$ cat src/rtl/cfd_pkg.sv
package cfd_pkg;

   localparam int DEF_MAX_FRAME = 32;
   localparam int BYTE_W        = 8;
   localparam int LEN_W         = 6;
   localparam int RSP_TDATA_W   = 16;

   typedef enum logic [1:0] {
      STS_ACCEPT = 2'd0,
      STS_ERROR  = 2'd1,
      STS_BYTE   = 2'd2,
      STS_DONE   = 2'd3
   } status_type;

   typedef enum logic [1:0] {
      FSM_IDLE,
      FSM_FRAME,
      FSM_DRAIN,
      FSM_DONE
   } fsm_type;

   // Commands from the controller; in idle and frame they are qualified by the request handshake.
   typedef struct packed {
      logic       ld_code;
      logic       store;
      logic       clear;
      logic       drain_start;
      logic       drain;
      logic       put;
      status_type put_status;
   } cmd_type;

   typedef struct packed {
      logic in_zero;
      logic code_long;
      logic fill_full;
      logic at_zero;
      logic zp_long;
      logic drain_empty;
      logic out_free;
   } stat_type;

endpackage

$ cat src/rtl/cfd_ram.sv
module cfd_ram
   #(
      parameter int WIDTH = 8,
      parameter int DEPTH = 32
   )
   (
      input  logic                     clock,
      input  logic                     wr_en,
      input  logic [$clog2(DEPTH)-1:0] wr_addr,
      input  logic [WIDTH-1:0]         wr_data,
      input  logic                     rd_en,
      input  logic [$clog2(DEPTH)-1:0] rd_addr,
      output logic [WIDTH-1:0]         rd_data
   );

   logic [WIDTH-1:0] mem_ff [DEPTH];
   logic [WIDTH-1:0] rd_data_ff;

   always_ff @(posedge clock) begin
      if (wr_en) begin
         mem_ff[wr_addr] <= wr_data;
      end
      if (rd_en) begin
         rd_data_ff <= mem_ff[rd_addr];
      end
   end

   assign rd_data = rd_data_ff;

endmodule

$ cat src/rtl/cfd_ctrl.sv
module cfd_ctrl
   import cfd_pkg::*;
   (
      input  logic     clock,
      input  logic     reset,
      input  logic     req_tvalid,
      output logic     req_tready,
      input  stat_type stat,
      output cmd_type  cmd
   );

   fsm_type state_ff;
   fsm_type state_in;
   logic    accept;

   always_ff @(posedge clock) begin
      if (reset) begin
         state_ff <= FSM_IDLE;
      end else begin
         state_ff <= state_in;
      end
   end

   always_comb begin
      state_in   = state_ff;
      cmd        = '0;
      cmd.put_status = STS_ACCEPT;
      req_tready = 1'b0;
      accept     = 1'b0;
      case (state_ff)
         FSM_IDLE: begin
            req_tready = stat.out_free;
            accept     = req_tvalid && stat.out_free;
            if (accept) begin
               cmd.put = 1'b1;
               if (stat.in_zero || stat.code_long) begin
                  cmd.put_status = STS_ERROR;
               end else begin
                  cmd.ld_code    = 1'b1;
                  cmd.put_status = STS_ACCEPT;
                  state_in       = FSM_FRAME;
               end
            end
         end
         FSM_FRAME: begin
            req_tready = stat.out_free;
            accept     = req_tvalid && stat.out_free;
            if (accept) begin
               if (stat.in_zero) begin
                  if (stat.at_zero) begin
                     cmd.drain_start = 1'b1;
                     state_in        = FSM_DRAIN;
                  end else begin
                     cmd.put        = 1'b1;
                     cmd.put_status = STS_ERROR;
                     cmd.clear      = 1'b1;
                     state_in       = FSM_IDLE;
                  end
               end else if (stat.fill_full || (stat.at_zero && stat.zp_long)) begin
                  cmd.put        = 1'b1;
                  cmd.put_status = STS_ERROR;
                  cmd.clear      = 1'b1;
                  state_in       = FSM_IDLE;
               end else begin
                  cmd.store      = 1'b1;
                  cmd.put        = 1'b1;
                  cmd.put_status = STS_ACCEPT;
               end
            end
         end
         FSM_DRAIN: begin
            cmd.drain = 1'b1;
            if (stat.drain_empty) begin
               state_in = FSM_DONE;
            end
         end
         FSM_DONE: begin
            if (stat.out_free) begin
               cmd.put        = 1'b1;
               cmd.put_status = STS_DONE;
               cmd.clear      = 1'b1;
               state_in       = FSM_IDLE;
            end
         end
         default: begin
            state_in = FSM_IDLE;
         end
      endcase
   end

endmodule

$ cat src/rtl/cfd_datapath.sv
module cfd_datapath
   import cfd_pkg::*;
   #(
      parameter int MAX_FRAME = DEF_MAX_FRAME
   )
   (
      input  logic                   clock,
      input  logic                   reset,
      input  cmd_type                cmd,
      output stat_type               stat,
      input  logic [BYTE_W-1:0]      rx_byte,
      input  logic                   rsp_tready,
      output logic                   rsp_tvalid,
      output logic [RSP_TDATA_W-1:0] rsp_tdata,
      output logic [1:0]             rsp_tuser,
      output logic                   rsp_tlast
   );

   localparam int IDX_W = $clog2(MAX_FRAME);
   localparam int CNT_W = $clog2(MAX_FRAME + 1);

   logic [CNT_W-1:0]  fill_ff, fill_in;
   logic [IDX_W-1:0]  zp_ff, zp_in;
   logic [CNT_W-1:0]  rd_idx_ff, rd_idx_in;
   logic              rd_pend_ff, rd_pend_in;
   logic              out_valid_ff, out_valid_in;
   status_type        out_status_ff, out_status_in;
   logic [BYTE_W-1:0] out_byte_ff, out_byte_in;
   logic [LEN_W-1:0]  out_len_ff, out_len_in;
   logic              out_last_ff, out_last_in;

   logic [8:0]        zp_sum;
   logic [BYTE_W-1:0] code_m1;
   logic              at_zero;
   logic              out_free;
   logic              load_ram;
   logic              issue;
   logic [BYTE_W-1:0] wr_data;
   logic [BYTE_W-1:0] rd_data;

   // The next zero lies at old fill + code, since the stored zero advances the fill by one.
   assign zp_sum   = 9'(fill_ff) + 9'(rx_byte);
   assign code_m1  = rx_byte - 8'd1;
   assign at_zero  = (fill_ff == CNT_W'(zp_ff));
   assign out_free = !out_valid_ff || rsp_tready;
   assign load_ram = cmd.drain && rd_pend_ff && out_free;
   assign issue    = cmd.drain && (rd_idx_ff != fill_ff) && (!rd_pend_ff || load_ram);
   assign wr_data  = at_zero ? '0 : rx_byte;

   assign stat.in_zero     = (rx_byte == '0);
   assign stat.code_long   = (rx_byte > 8'(MAX_FRAME));
   assign stat.fill_full   = (fill_ff >= CNT_W'(MAX_FRAME));
   assign stat.at_zero     = at_zero;
   assign stat.zp_long     = (zp_sum >= 9'(MAX_FRAME));
   assign stat.drain_empty = (rd_idx_ff == fill_ff) && !rd_pend_ff;
   assign stat.out_free    = out_free;

   cfd_ram #(
      .WIDTH(BYTE_W),
      .DEPTH(MAX_FRAME)
   ) u_store (
      .clock  (clock),
      .wr_en  (cmd.store),
      .wr_addr(fill_ff[IDX_W-1:0]),
      .wr_data(wr_data),
      .rd_en  (issue),
      .rd_addr(rd_idx_ff[IDX_W-1:0]),
      .rd_data(rd_data)
   );

   always_comb begin
      fill_in = fill_ff;
      zp_in   = zp_ff;
      if (cmd.clear || cmd.ld_code) begin
         fill_in = '0;
      end else if (cmd.store) begin
         fill_in = fill_ff + CNT_W'(1);
      end
      if (cmd.clear) begin
         zp_in = '0;
      end else if (cmd.ld_code) begin
         zp_in = code_m1[IDX_W-1:0];
      end else if (cmd.store && at_zero) begin
         zp_in = zp_sum[IDX_W-1:0];
      end
   end

   always_comb begin
      rd_idx_in  = rd_idx_ff;
      rd_pend_in = rd_pend_ff;
      if (cmd.drain_start) begin
         rd_idx_in  = '0;
         rd_pend_in = 1'b0;
      end else if (issue) begin
         rd_idx_in  = rd_idx_ff + CNT_W'(1);
         rd_pend_in = 1'b1;
      end else if (load_ram) begin
         rd_pend_in = 1'b0;
      end
   end

   always_comb begin
      out_valid_in  = out_valid_ff;
      out_status_in = out_status_ff;
      out_byte_in   = out_byte_ff;
      out_len_in    = out_len_ff;
      out_last_in   = out_last_ff;
      if (load_ram) begin
         out_valid_in  = 1'b1;
         out_status_in = STS_BYTE;
         out_byte_in   = rd_data;
         out_len_in    = '0;
         out_last_in   = 1'b0;
      end else if (cmd.put) begin
         out_valid_in  = 1'b1;
         out_status_in = cmd.put_status;
         out_byte_in   = '0;
         out_len_in    = (cmd.put_status == STS_DONE) ? LEN_W'(fill_ff) : '0;
         out_last_in   = 1'b1;
      end else if (rsp_tready) begin
         out_valid_in  = 1'b0;
      end
   end

   always_ff @(posedge clock) begin
      if (reset) begin
         fill_ff      <= '0;
         zp_ff        <= '0;
         rd_idx_ff    <= '0;
         rd_pend_ff   <= 1'b0;
         out_valid_ff <= 1'b0;
      end else begin
         fill_ff      <= fill_in;
         zp_ff        <= zp_in;
         rd_idx_ff    <= rd_idx_in;
         rd_pend_ff   <= rd_pend_in;
         out_valid_ff <= out_valid_in;
      end
   end

   always_ff @(posedge clock) begin
      out_status_ff <= out_status_in;
      out_byte_ff   <= out_byte_in;
      out_len_ff    <= out_len_in;
      out_last_ff   <= out_last_in;
   end

   assign rsp_tvalid = out_valid_ff;
   assign rsp_tdata  = {(RSP_TDATA_W - LEN_W - BYTE_W)'(0), out_len_ff, out_byte_ff};
   assign rsp_tuser  = out_status_ff;
   assign rsp_tlast  = out_last_ff;

endmodule

$ cat src/rtl/cobs_frame_decoder.sv
// The result of an ordinary byte is in the output register in the cycle after the request.
// Throughput: one request per cycle while the result side keeps up.
// A valid delimiter starts the frame drain: bytes are read from the frame store's registered
// read port into the output register, one byte a cycle while the result side keeps up, and
// the completion follows the last byte; no request is taken during the drain.
// Reset clears the controller, counters and output valid; the frame store is not cleared.
module cobs_frame_decoder
   import cfd_pkg::*;
   #(
      parameter int MAX_FRAME = DEF_MAX_FRAME
   )
   (
      input  logic                   clock,
      input  logic                   reset,
      input  logic                   req_tvalid,
      output logic                   req_tready,
      input  logic [BYTE_W-1:0]      req_tdata,   // [7:0] rx_byte
      output logic                   rsp_tvalid,
      input  logic                   rsp_tready,
      output logic [RSP_TDATA_W-1:0] rsp_tdata,   // [7:0] out_byte, [13:8] frame_length
      output logic [1:0]             rsp_tuser,   // [1:0] status
      output logic                   rsp_tlast
   );

   cmd_type  cmd;
   stat_type stat;

   cfd_ctrl u_ctrl (
      .clock     (clock),
      .reset     (reset),
      .req_tvalid(req_tvalid),
      .req_tready(req_tready),
      .stat      (stat),
      .cmd       (cmd)
   );

   cfd_datapath #(
      .MAX_FRAME(MAX_FRAME)
   ) u_datapath (
      .clock     (clock),
      .reset     (reset),
      .cmd       (cmd),
      .stat      (stat),
      .rx_byte   (req_tdata),
      .rsp_tready(rsp_tready),
      .rsp_tvalid(rsp_tvalid),
      .rsp_tdata (rsp_tdata),
      .rsp_tuser (rsp_tuser),
      .rsp_tlast (rsp_tlast)
   );

endmodule

$ cat config.mk
export PLATFORM = sky130hd
export DESIGN_NAME = cobs_frame_decoder
export DESIGN_NICKNAME = d
export VERILOG_FILES = /design/src/rtl/cfd_pkg.sv /design/src/rtl/cfd_ram.sv /design/src/rtl/cfd_ctrl.sv /design/src/rtl/cfd_datapath.sv /design/src/rtl/cobs_frame_decoder.sv
export SDC_FILE = /design/constraint.sdc
export NUM_CORES = 1
export LEC_CHECK = 0
export BUFFER_PORTS_ARGS = -buffer_cell sky130_fd_sc_hd__buf_2
export CAP_MARGIN = 10
export CORE_ASPECT_RATIO = 2
export CORE_MARGIN = 5
export CORE_UTILIZATION = 55
export DETAILED_ROUTE_END_ITERATION = 10
export HOLD_SLACK_MARGIN = 0.02
export PLACE_DENSITY = 0.75
export RECOVER_POWER = 100
export SYNTH_ARGS = -nofsm -noshare
export SYNTH_HDL_FRONTEND = slang
export SYNTH_SLANG_ARGS = --single-unit
$ cat constraint.sdc
create_clock -name clock -period 7.3 [get_ports clock]
set_input_delay 1.46 -clock clock [delete_from_list [all_inputs] [get_ports clock]]
set_output_delay 1.46 -clock clock [all_outputs]
set_load 0.005 [all_outputs]
==> results.yml <==
timing:
  whs_ns: 0.467
  rsz0062_at_grt: "false"
  relSlewSlack_pct: -120
  period_share_pct: 69.1
  period_minus_slack_ns: 5.04
  hold_violations: 0
  tightestPinTransition_ns: 3.30
  fmax_ghz: 0.198
  setup_viol: 0
  skew_ns: 0.0235
  maxSlewViolCount: 313
  fin_setup_tns_ns: 0
grt:
  grt_overflow_total: 0
  grt_pass1_vias: 6638
  grt_pass1_wl_um: 42500
  grt.total_usage_pct: 22.9
  grt_max_degree: 69
  antenna_found_initial: 0
setup_path:
  critPathMaxStageDelay_ns: 2.37
  rr_startpoint: "u_datapath.rd_idx_ff[0]$_SDFFE_PP0P_"
  cp-start-kind: "flop"
  worstPathRequired_ns: 7.59
  crit_top_cell: "mux4_2"
  arrival_ns: 5.33
  critPathTopFamily: "buffers and inverters"
  path_max_fanout: 41
  cp_cell_sequence: "clkbuf_1, mux4_2, mux4_2, mux2_2"
  worstPathBufferInverterCount: 1
  cpMaxStageDelayCell: "clkbuf_1"
  cp-end-kind: "flop"
  worstSetupPathType: "reg2reg"
  cp-startpoint: "u_datapath.rd_idx_ff[0]$_SDFFE_PP0P_"
clock_tree:
  cts_tree: "yes"
  clkSinkCount: 302
  clkTransAtPathRegs_ns: 0.07
  cts_resized: 0
  cts-buffers-inserted: 24
  clk_latency_ns: 0.54
  holdBufCountCts: 0
  post_cts_buffers: 0
  cts_root_buf: "clkbuf_16"
  clk_path_buf_depth: 3
  htreeDepth: 1
yosys:
  yosysSeqAreaShare_pct: 70.8
  syn-cell-area_um2: 12400
  syn_inst: 666
  async_reset_ff_share_pct: 0
  syn_area_per_cell_um2: 18.6
  ys_ff_latch: 302
  netlist-cell-type-count: 53
  yosysWarnings: 0
  synth-edff-count: 272
  synth_ff_type: "edfxtp_1"
run_status:
  outcome: "complete, but fails checks"
  violations: "capacitance limit, slew limit"
route:
  drc: 0
  wl_um: 28700
  vias_per_cell: 6.45
  num_vias: 6383
  ant_nets: 0
  drtIter0Drc: 528
  dr.pass1.iters: 5
  wl_per_cell_um: 29.0
min_path:
  min_from: "u_datapath.rsp_tuser[1]$_SDFFE_PP1P_"
  hold_class: "reg2reg"
die:
  dieArea_um2: 25800
  start_util_pct: 55.9
  rows: 77
  pin_count: 33
  fp.dieH_um: 222
  core_um2: 22200
  chipWidth_um: 116
final_layout:
  design_area_um2: 13500
  layout_common_cells: "edfxtp_1, mux4_2, nor2_1"
  area_delta_synth_final_pct: 9.18
  nets: 722
  n_antenna_cell: 0
  drive_above_1_share_pct: 22.3
  final_common_cell: "edfxtp_1"
place:
  placed_cell_area_um2: 12800
  io_buffers: 30
  place_congestion: 0.871
  hpwlAfterDp_um: 18900
power_and_ir_drop:
  p_per_area_nw_per_um2: 245
  ir_worst_vdd_v: 0.000208
  power_leakage_nw: 4.45
run:
  drv_cap: 10
[power by group]
part | total (mW) | switching, mW | leakage, nW | internal, mW
Sequential | 1.90 | 0.00237 | 2.92 | 1.89
Clock | 1.33 | 0.597 | 0.378 | 0.728
Combinational | 0.0861 | 0.0686 | 1.15 | 0.0175
[worst paths after layout]
path                                        endpoint  cells after the start  slack (ns)
min             u_datapath.rsp_tuser[1]$_SDFFE_PP1P_                      2        0.47
max          u_datapath.u_store.rd_data[1]$_DFFE_PP_                      4        2.26
min reg2reg     u_datapath.rsp_tuser[1]$_SDFFE_PP1P_                      2        0.47
max reg2reg  u_datapath.u_store.rd_data[1]$_DFFE_PP_                      4        2.26
[through the flow]
stage / power, mW / utilization [%] / std cells / worst slack [ns]
detailed placement: 2.02 / 57.7 / 946 / 2.37
CTS: 3.33 / 61.3 / 990 / 2.97
global route: 3.41 / 61.0 / 990 / 1.70
finish: 3.31 / 61.0 / 990 / 2.26
global placement: 2.02 / 57.7 / 946 / 2.58
floorplan: 1.98 / - / 667 / 3.37
[worst register-to-register path: stages, from the launching register on]
cell      delay, ns
dfxtp_4        0.72
clkbuf_1       2.38
mux4_2         0.83
mux4_2         0.57
mux2_2         0.30
[layout make-up]
| class | count | area, um2 |
|---|---|---|
| Clock inverter | 17 | 188 |
| Multi-Input combinational cell | 322 | 3380 |
| Tap cell | 276 | 345 |
| Timing Repair Buffer | 37 | 173 |
| Clock buffer | 27 | 622 |
| Inverter | 9 | 33.8 |
| Fill cell | 1544 | 8650 |
| Sequential cell | 302 | 8770 |
[cell families (layout without fill, tap and decap cells)]
family,count (synthesis),count (layout),share of synthesized area [%]
adder cells (fa/ha/maj),14,14,1.48
flip-flops,302,302,70.8
buffers and inverters,43,90,1.69
XOR/XNOR,22,22,1.56
AND/OR/NAND/NOR,136,136,5.45
other,1,2,0.0303
multiplexers,98,98,16.1
AO/OA/AOI/OAI,50,50,2.84
[sequential cells by signal (all words and copies together), names as in the netlist, 2 cells and up, named ones only]
signal and cells:
u_datapath.fill_ff 6, u_datapath.out_byte_ff 8, u_datapath.out_len_ff 6, u_datapath.rd_idx_ff 6
u_datapath.rsp_tuser 2, u_datapath.u_store.mem_ff 256, u_datapath.u_store.rd_data 8, u_datapath.zp_ff 5
[per-layer routing]
layer / part of all wire, % / up-vias / track usage [%]
met2: 56 / 328 / 40.7
met4: 5.2 / 0 / 11.2
met3: 5.7 / 80 / 2.51
met1: 33 / 3261 / 26.9
li1: - / 2714 / -
met5: 0 / - / 0
[synth_stat cells, types with 4 or more instances]
master | instances | area (um2)
edfxtp_1 | 272 | 8170
mux4_2 | 80 | 1800
nor2_1 | 60 | 225
dfxtp_1 | 30 | 601
clkbuf_1 | 18 | 67.6
and2_1 | 15 | 93.8
ha_1 | 13 | 163
nand2_1 | 13 | 48.8
a21oi_1 | 12 | 60.1
xnor2_1 | 11 | 96.3
xor2_1 | 11 | 96.3
mux2_2 | 9 | 101
nor3_1 | 9 | 45.0
buf_2 | 8 | 40.0
mux2i_1 | 8 | 80.1
nand3_1 | 8 | 40.0
o21ai_0 | 7 | 35.0
a22o_1 | 6 | 52.6
nand4_1 | 6 | 37.5
and3_1 | 5 | 31.3
inv_1 | 5 | 18.8
or3_1 | 5 | 31.3
a211oi_1 | 4 | 30.0
a31oi_1 | 4 | 25.0
buf_6 | 4 | 45.0
inv_2 | 4 | 15.0
o21ai_1 | 4 | 20.0
Note: power is estimated with default switching activity, not from simulation.
